==> src/rtl/core/cbfq_pkg.sv <==
// Shared types and constants for the coalescing bounded frame queue.
package cbfq_pkg;

   localparam int QUEUE_DEPTH = 16;
   localparam int IDX_W       = $clog2(QUEUE_DEPTH);
   localparam int CNT_W       = IDX_W + 1;
   localparam int CFG_W       = 5;
   localparam int TAG_W       = 32;
   localparam int CHAN_W      = 16;
   localparam int ENTRY_W     = TAG_W + CHAN_W + 1;
   localparam int REQ_DATA_W  = 48;
   localparam int REQ_USER_W  = 3;
   localparam int RSP_DATA_W  = 112;

   localparam logic [1:0] MODE_ENQUEUE = 2'd0;
   localparam logic [1:0] MODE_POP     = 2'd1;
   localparam logic [1:0] MODE_CLEAR   = 2'd2;

   localparam logic [CFG_W-1:0] DEPTH_CAP_RESET = CFG_W'(QUEUE_DEPTH);

   typedef enum logic {
      ST_IDLE,
      ST_FINISH
   } state_type;

   typedef enum logic [1:0] {
      OP_NONE,
      OP_APPEND,
      OP_OVERWRITE,
      OP_POP
   } op_type;

endpackage

==> src/rtl/core/coalescing_bounded_frame_queue.sv <==
// Top level of the coalescing bounded frame queue.
//
// Requests arrive on req_* (stream handshake): tuser carries the mode (enqueue,
// pop, clear) and the replace-latest flag, tdata the frame tag and channel.
// Every request yields exactly one response on rsp_*, holding the enqueue
// outcome flags, the depth after the operation, the overwritten frame and
// the popped frame; fields that do not apply to the mode are zero.
// The frame store is a circular buffer in one RAM (tag, channel, flag);
// channel ids and flags are mirrored in flops for a combinational compare of
// all entries. A request is looked up and its RAM read issued in the accept
// cycle; ST_FINISH then writes the RAM and loads the response register once
// that register is free. A new request is taken only after the previous one
// has committed, since each request reads and then writes the RAM.
// If rsp_tready is low, the finished response holds in the output register;
// the next request is still taken, and its commit waits for the register.
// csr_* writes the depth cap (0 acts as 1, above 16 saturates); write it only
// while idle. Synchronous reset empties the queue and sets the depth cap to 16.
module coalescing_bounded_frame_queue
   import cbfq_pkg::*;
(
   input  logic                  clock,
   input  logic                  reset,
   input  logic                  req_tvalid,
   output logic                  req_tready,
   // [31:0] frame_tag, [47:32] channel
   input  logic [REQ_DATA_W-1:0] req_tdata,
   // [1:0] mode, [2] latest_only
   input  logic [REQ_USER_W-1:0] req_tuser,
   output logic                  rsp_tvalid,
   input  logic                  rsp_tready,
   // [0] accepted, [1] replaced, [2] overflow, [7:3] depth, [39:8] old_tag,
   // [55:40] old_channel, [56] popped_valid, [88:57] popped_tag,
   // [104:89] popped_channel, [105] popped_latest_only, [111:106] zero
   output logic [RSP_DATA_W-1:0] rsp_tdata,
   input  logic                  csr_valid,
   output logic                  csr_ready,
   input  logic [CFG_W-1:0]      csr_data
);

   state_type              state_ff, state_in;
   logic [CNT_W-1:0]       count_ff, count_in;
   logic [IDX_W-1:0]       head_ff, head_in;
   logic [CFG_W-1:0]       depth_cap_ff;
   logic [CHAN_W-1:0]      cam_chan_ff [QUEUE_DEPTH];
   logic [QUEUE_DEPTH-1:0] cam_flag_ff;

   op_type                 op_ff, op_in;
   logic                   overflow_ff, overflow_in;
   logic [IDX_W-1:0]       addr_ff, addr_in;
   logic [CNT_W-1:0]       depth_ff, depth_in;
   logic [TAG_W-1:0]       tag_ff;
   logic [CHAN_W-1:0]      chan_ff;
   logic                   rl_ff;

   logic                   rsp_tvalid_ff, rsp_tvalid_in;
   logic [RSP_DATA_W-1:0]  rsp_tdata_ff, rsp_tdata_in;

   logic                   accept;
   logic                   commit;
   logic [1:0]             req_mode;
   logic [TAG_W-1:0]       req_tag;
   logic [CHAN_W-1:0]      req_chan;
   logic                   req_rl;

   logic [CNT_W-1:0]       eff_depth;
   logic [QUEUE_DEPTH-1:0] hit_chan, hit_any, rot_chan, rot_any;
   logic                   found_chan, found_any;
   logic [IDX_W-1:0]       slot_chan, slot_any;

   logic                   ram_wr_en, ram_rd_en;
   logic [IDX_W-1:0]       ram_rd_addr;
   logic [ENTRY_W-1:0]     ram_wr_data, ram_rd_data;

   assign req_mode  = req_tuser[1:0];
   assign req_rl    = req_tuser[2];
   assign req_tag   = req_tdata[TAG_W-1:0];
   assign req_chan  = req_tdata[TAG_W+CHAN_W-1:TAG_W];
   assign accept    = req_tvalid && req_tready;
   assign csr_ready = 1'b1;

   // Effective depth: zero acts as one, saturate at the store size.
   always_comb begin
      if (depth_cap_ff == '0) begin
         eff_depth = CNT_W'(1);
      end else if (CNT_W'(depth_cap_ff) > CNT_W'(QUEUE_DEPTH)) begin
         eff_depth = CNT_W'(QUEUE_DEPTH);
      end else begin
         eff_depth = CNT_W'(depth_cap_ff);
      end
   end

   // Compare all entries, rotate to arrival order and pick the oldest hit.
   always_comb begin
      logic [IDX_W-1:0] lpos;
      logic [IDX_W-1:0] phys;
      logic             occ;
      for (int p = 0; p < QUEUE_DEPTH; p++) begin
         lpos        = IDX_W'(p) - head_ff;
         occ         = {1'b0, lpos} < count_ff;
         hit_any[p]  = occ && cam_flag_ff[p];
         hit_chan[p] = hit_any[p] && (cam_chan_ff[p] == req_chan);
      end
      for (int l = 0; l < QUEUE_DEPTH; l++) begin
         phys        = head_ff + IDX_W'(l);
         rot_chan[l] = hit_chan[phys];
         rot_any[l]  = hit_any[phys];
      end
      found_chan = 1'b0;
      found_any  = 1'b0;
      slot_chan  = '0;
      slot_any   = '0;
      for (int l = QUEUE_DEPTH - 1; l >= 0; l--) begin
         if (rot_chan[l]) begin
            found_chan = 1'b1;
            slot_chan  = head_ff + IDX_W'(l);
         end
         if (rot_any[l]) begin
            found_any = 1'b1;
            slot_any  = head_ff + IDX_W'(l);
         end
      end
   end

   // Decide the operation in the accept cycle and issue the RAM read.
   always_comb begin
      op_in       = OP_NONE;
      overflow_in = 1'b0;
      addr_in     = head_ff;
      depth_in    = count_ff;
      case (req_mode)
         MODE_ENQUEUE: begin
            if (req_rl && found_chan) begin
               op_in   = OP_OVERWRITE;
               addr_in = slot_chan;
            end else if (count_ff < eff_depth) begin
               op_in    = OP_APPEND;
               addr_in  = head_ff + count_ff[IDX_W-1:0];
               depth_in = count_ff + CNT_W'(1);
            end else begin
               overflow_in = 1'b1;
               if (req_rl && found_any) begin
                  op_in   = OP_OVERWRITE;
                  addr_in = slot_any;
               end
            end
         end
         MODE_POP: begin
            if (count_ff != '0) begin
               op_in    = OP_POP;
               depth_in = count_ff - CNT_W'(1);
            end
         end
         MODE_CLEAR: begin
            depth_in = '0;
         end
         default: begin
         end
      endcase
   end

   assign ram_rd_en   = accept;
   assign ram_rd_addr = addr_in;
   assign ram_wr_en   = commit && (op_ff == OP_APPEND || op_ff == OP_OVERWRITE);
   assign ram_wr_data = {rl_ff, chan_ff, tag_ff};

   cbfq_ram #(
      .WIDTH (ENTRY_W),
      .DEPTH (QUEUE_DEPTH)
   ) u_entry_ram (
      .clock   (clock),
      .wr_en   (ram_wr_en),
      .wr_addr (addr_ff),
      .wr_data (ram_wr_data),
      .rd_en   (ram_rd_en),
      .rd_addr (ram_rd_addr),
      .rd_data (ram_rd_data)
   );

   // Sequencer, response build and queue pointer update.
   always_comb begin
      state_in      = state_ff;
      req_tready    = 1'b0;
      commit        = 1'b0;
      count_in      = count_ff;
      head_in       = head_ff;
      rsp_tdata_in  = rsp_tdata_ff;
      rsp_tvalid_in = rsp_tvalid_ff && !rsp_tready;
      case (state_ff)
         ST_IDLE: begin
            req_tready = 1'b1;
            if (req_tvalid) begin
               state_in = ST_FINISH;
            end
         end
         ST_FINISH: begin
            if (!rsp_tvalid_ff || rsp_tready) begin
               commit        = 1'b1;
               state_in      = ST_IDLE;
               rsp_tvalid_in = 1'b1;
               count_in      = depth_ff;
               rsp_tdata_in  = '0;
               rsp_tdata_in[0]   = (op_ff == OP_APPEND) || (op_ff == OP_OVERWRITE);
               rsp_tdata_in[1]   = (op_ff == OP_OVERWRITE);
               rsp_tdata_in[2]   = overflow_ff;
               rsp_tdata_in[7:3] = depth_ff;
               if (op_ff == OP_OVERWRITE) begin
                  rsp_tdata_in[39:8]  = ram_rd_data[TAG_W-1:0];
                  rsp_tdata_in[55:40] = ram_rd_data[TAG_W+CHAN_W-1:TAG_W];
               end
               if (op_ff == OP_POP) begin
                  head_in              = head_ff + IDX_W'(1);
                  rsp_tdata_in[56]     = 1'b1;
                  rsp_tdata_in[88:57]  = ram_rd_data[TAG_W-1:0];
                  rsp_tdata_in[104:89] = ram_rd_data[TAG_W+CHAN_W-1:TAG_W];
                  rsp_tdata_in[105]    = ram_rd_data[ENTRY_W-1];
               end
            end
         end
         default: begin
            state_in = ST_IDLE;
         end
      endcase
   end

   always_ff @(posedge clock) begin
      if (reset) begin
         state_ff      <= ST_IDLE;
         count_ff      <= '0;
         head_ff       <= '0;
         depth_cap_ff  <= DEPTH_CAP_RESET;
         rsp_tvalid_ff <= 1'b0;
      end else begin
         state_ff      <= state_in;
         count_ff      <= count_in;
         head_ff       <= head_in;
         rsp_tvalid_ff <= rsp_tvalid_in;
         if (csr_valid && csr_ready) begin
            depth_cap_ff <= csr_data;
         end
      end
   end

   // Request hold registers and the compare mirror of the RAM.
   always_ff @(posedge clock) begin
      rsp_tdata_ff <= rsp_tdata_in;
      if (accept) begin
         op_ff       <= op_in;
         overflow_ff <= overflow_in;
         addr_ff     <= addr_in;
         depth_ff    <= depth_in;
         tag_ff      <= req_tag;
         chan_ff     <= req_chan;
         rl_ff       <= req_rl;
      end
      if (ram_wr_en) begin
         cam_chan_ff[addr_ff] <= chan_ff;
         cam_flag_ff[addr_ff] <= rl_ff;
      end
   end

   assign rsp_tvalid = rsp_tvalid_ff;
   assign rsp_tdata  = rsp_tdata_ff;

endmodule

==> src/rtl/core/cbfq_ram.sv <==
// Generic single-port-write, single-port-read RAM with registered read data.
module cbfq_ram #(
   parameter int WIDTH = 8,
   parameter int DEPTH = 16
) (
   input  logic                     clock,
   input  logic                     wr_en,
   input  logic [$clog2(DEPTH)-1:0] wr_addr,
   input  logic [WIDTH-1:0]         wr_data,
   input  logic                     rd_en,
   input  logic [$clog2(DEPTH)-1:0] rd_addr,
   output logic [WIDTH-1:0]         rd_data
);

   logic [WIDTH-1:0] mem [DEPTH];
   logic [WIDTH-1:0] rd_data_ff;

   always_ff @(posedge clock) begin
      if (wr_en) begin
         mem[wr_addr] <= wr_data;
      end
      if (rd_en) begin
         rd_data_ff <= mem[rd_addr];
      end
   end

   assign rd_data = rd_data_ff;

endmodule

==> config.mk <==
export PLATFORM = sky130hd
export DESIGN_NAME = coalescing_bounded_frame_queue
export DESIGN_NICKNAME = d
export VERILOG_FILES = /design/src/rtl/core/cbfq_pkg.sv /design/src/rtl/core/coalescing_bounded_frame_queue.sv /design/src/rtl/core/cbfq_ram.sv
export SDC_FILE = /design/constraint.sdc
export NUM_CORES = 2
export LEC_CHECK = 0
export BUFFER_PORTS_ARGS = -buffer_cell sky130_fd_sc_hd__buf_2
export CAP_MARGIN = 20
export CORE_MARGIN = 4
export CORE_UTILIZATION = 46
export DETAILED_ROUTE_END_ITERATION = 8
export HOLD_SLACK_MARGIN = 0.05
export PLACE_DENSITY = 0.61
export SLEW_MARGIN = 20
export SYNTH_ARGS = -nofsm -noshare
export SYNTH_HDL_FRONTEND = slang
export SYNTH_SLANG_ARGS = --single-unit
export TNS_END_PERCENT = 1
==> constraint.sdc <==
create_clock -name clock -period 8.6 [get_ports clock]
set_input_delay 1.29 -clock clock [delete_from_list [all_inputs] [get_ports clock]]
set_output_delay 1.29 -clock clock [all_outputs]
set_load 0.005 [all_outputs]
==> summary.md <==
| Metric | Value |
|---|---|
| Pwr per Cell Area | `212 mW/mm^2` |
| GR Util met2 | `0.411` |
| Synthesized area | `0.0500 sq mm` |
| Layout cells sized above 1 | `0.150` |
| DRT antenna net count | `0` |
| Crit Path Class | `register to register` |
| Chip Height | `338 microns` |
| Asr flop ratio synth | `0` |
| Core area | `0.108 sq mm` |
| Initial core utilization | `0.465` |
| Num ports | `176` |
| Reg clk slew, reported paths | `60 ps` |
| DP HPWL | `98.3 mm` |
| Origin of the critical flop-to-flop path | `head_ff[2]` |
| Pre-Repair DR Iteration Count | `5` |
| Crit-path max cell delay | `780 ps` |
| Worst-Margin Slew | `1080 ps` |
| Synth unique cells | `111` |
| Residual DRC | `0` |
| Setup WS pre-CTS | `329 ps` |
| Max-capacitance violation count | `0` |
| Post-route setup slack | `742 ps` |
| Setup TNS | `0 ps` |
| DRT Wirelength | `156 mm` |
| Placed insts | `5269` |
| Buffer count from post-CTS setup fixing | `0` |
| Total power | `11.9 mW` |
| Most frequent cells in the layout | `1000 x edfxtp_1, 309 x nor2_1, 274 x xnor2_1, 187 x o21ai_0, 169 x mux2i_1` |
| Fmax achieved | `127 MHz` |
| Clock Sinks | `1016` |
| Crit-path cells | `inv_2 > a21o_1 > xnor2_1 > inv_1 > ha_1 > a21oi_1 > o21ai_0 > nor2_1 > mux4_2 > o2bb2ai_1 > a221oi_1 > nand3_1 > o21bai_1 > a2111oi_0 > nor4b_1 > or3_1 > o21ai_2 > nor2b_4 > buf_4 > buf_4 > a221oi_1 > o2111a_1` |
| Root Driver | `clkbuf_16` |
| RSZ-0062 raised after global routing | `false` |
| Hold Vio Cnt, Final | `0` |
| First-pass GRT wire length | `228 mm` |
| Worst skew pair latency | `710 ps` |
| Arrival time at the worst endpoint | `8310 ps` |
| Number of antenna violations at the first check in global routing | `3` |
| Synth-to-layout area growth | `11.8%` |
| Vias per cell | `6.35` |
| Dominant cell type by area after synthesis | `edfxtp_1` |
| Max stage delay cell, worst path | `a2111oi_0` |
| Yosys reg bits | `1016` |
| GRT busiest layer | `met2` |
| Congestion Overflow GR | `0` |
| Worst hold-check path type | `register to register` |
| Diodes inserted | `0` |
| Leakage power | `18.2 nW` |
| H-tree depth | `3` |
| Nets | `4086` |
| Buffer and inverter count on the worst path | `4` |
| Worst Setup Start Kind | `register` |
| Top cell type's share of synthesized area | `0.601` |
| Starting DRC count in detailed routing | `4510` |
| Cells after Synth | `3850` |
| Worst Setup End Kind | `register` |
| CP Max Fanout | `16` |
| Peak supply drop | `0.151 mV` |
| Non-Filler Instances | `5467` |
| Critical Path RT | `9050 ps` |
| Fin Clk Skew | `19.5 ps` |
| Synthesized area per cell | `13.0 sq um` |
| Die area | `0.114 sq mm` |
| Fillcell total | `9166` |
| Port bufs | `168` |
| Critical Path Start | `head_ff[2]` |
| DR vias | `34741` |
| Most used DFF post-synth | `edfxtp_1` |
| Most common cell after layout, fill and taps aside | `edfxtp_1` |
| Max_slew headroom | `0.279` |
| Met1 Track Usage GR | `0.391` |
| Number of global-route vias before repair | `33457` |
| Placed inst area | `0.0524 sq mm` |
| Largest net degree at the start of global routing | `169` |
| Number of buffers created by CTS | `108` |
| Row count | `120` |
| GRT Overall Usage | `0.270` |
| Cts hold-fix bufs | `0` |
| Seq/Total Area, Yosys | `0.607` |
| Synth top area cells | `edfxtp_1 60%, xnor2_1 4.8%, mux2i_1 3.4%` |
| CP delay by family, top | `compound AO/OA/AOI/OAI gates` |
| # setup viols final | `0` |
| Wire length per cell | `28.5 microns` |
| Final min period | `7860 ps` |
| Post-synth EDFFs | `1000` |
| Finished Cell Area | `0.0559 sq mm` |
| Post-route clock period utilization | `0.914` |
| Met3 Usage GRT | `0.0468` |
| Die W | `338 microns` |
| Min-delay src | `overflow_ff` |
| Status | `complete, no violations` |
| CTS tree | `built` |
| CTS Buffer Depth | `3` |
| Max Transition Viols Final | `0` |
| Post-CTS sizing | `0` |
| Ys Warns | `0` |
| Placer Congestion | `1.02` |
[logic make-up after synthesis]
| group | count (synthesis) | synth area share |
|---|---|---|
| fa+ha+maj | 49 | 0.0124 |
| flops | 1016 | 0.607 |
| buf+inv | 329 | 0.0343 |
| simple gates | 993 | 0.102 |
| mux | 215 | 0.0521 |
| compound gates | 966 | 0.143 |
| other cells | 2 | 0.000150 |
| xor+xnor | 280 | 0.0491 |
[worst paths after layout]
kind	slack (ps)	cells past startpoint	to
max reg2reg	740	22	u_entry_ram.rd_data[21]
min reg2reg	420	0	rsp_tdata[2]
max	740	22	u_entry_ram.rd_data[21]
min	420	0	rsp_tdata[2]
[worst register-to-register path: cells and delay by family (launching register included)]
| family | cells | cell delay (ps) |
|---|---|---|
| AOI/OAI and AO/OA | 10 | 3390 |
| buffers and inverters | 4 | 1000 |
| adders and majority gates | 1 | 300 |
| xor gates and xnor gates | 1 | 190 |
| DFF | 1 | 700 |
| and+or+nand+nor | 5 | 1370 |
| muxes | 1 | 650 |
[cell usage after synthesis, drive strengths merged, types with 6 or more instances]
master   instances
a2111oi         59
a211oi          18
a21boi         147
a21o             8
a21oi           95
a221o            6
a221oi          76
a22oi           21
a31oi            8
a32oi           29
and2           100
and3            55
buf            145
clkbuf         144
dfxtp           16
edfxtp        1000
ha              48
inv             39
mux2            11
mux2i          170
mux4            34
nand2          170
nand2b          13
nand3           38
nand4           75
nor2           324
nor2b           13
nor3           108
nor4            33
o2111a          58
o2111ai          6
o211a            9
o211ai          20
o21a            10
o21ai          211
o221ai           8
o22ai           64
o311ai           6
o31ai            7
o32ai           52
or2             22
or3             15
xnor2          276
[cell type report]
| class | count | area (sq um) | area share |
|---|---|---|---|
| Timing Repair Buffer | 300 | 2010 | 0.0359 |
| Inverter | 40 | 168 | 0.00300 |
| Clock inverter | 66 | 663 | 0.0119 |
| Tap cell | 1403 | 1760 | 0.0314 |
| Clock buffer | 132 | 2790 | 0.0500 |
| Multi-Input combinational cell | 2510 | 18200 | 0.325 |
| Sequential cell | 1016 | 30400 | 0.543 |
[stage by stage]
step	hold slack, ps	util
after floorplan	400	-
after global placement	412	0.488
after detailed placement	405	0.488
after CTS	419	0.520
after global routing	429	0.520
final	418	0.520
[power by group]
| group | leakage, nW | switching [mW] | total (mW) | internal, mW |
|---|---|---|---|---|
| clock | 1.66 | 1.96 | 4.57 | 2.62 |
| combinational | 7.28 | 1.01 | 1.55 | 0.536 |
| sequential | 9.26 | 0.135 | 5.75 | 5.62 |
[routing by layer]
layer | vias to the layer above | routed length, microns
met3 | 301 | 14400
met1 | 17301 | 66000
met4 | 0 | 5720
met5 | - | 0
li1 | 15282 | -
met2 | 1857 | 69700
[flip-flops by register name, summed over array words and instances, names as in the netlist]
register             cells
rsp_tdata              106
tag_ff                  32
rsp_tvalid               1
op_ff                    2
overflow_ff              1
rl_ff                    1
state_ff                 1
cam_flag_ff             15
u_entry_ram.mem        529
count_ff                 5
head_ff                  4
chan_ff                 16
cam_chan_ff            240
depth_cap_ff             5
addr_ff                  4
depth_ff                 5
u_entry_ram.rd_data     49
(Power assumes the default switching activity.)
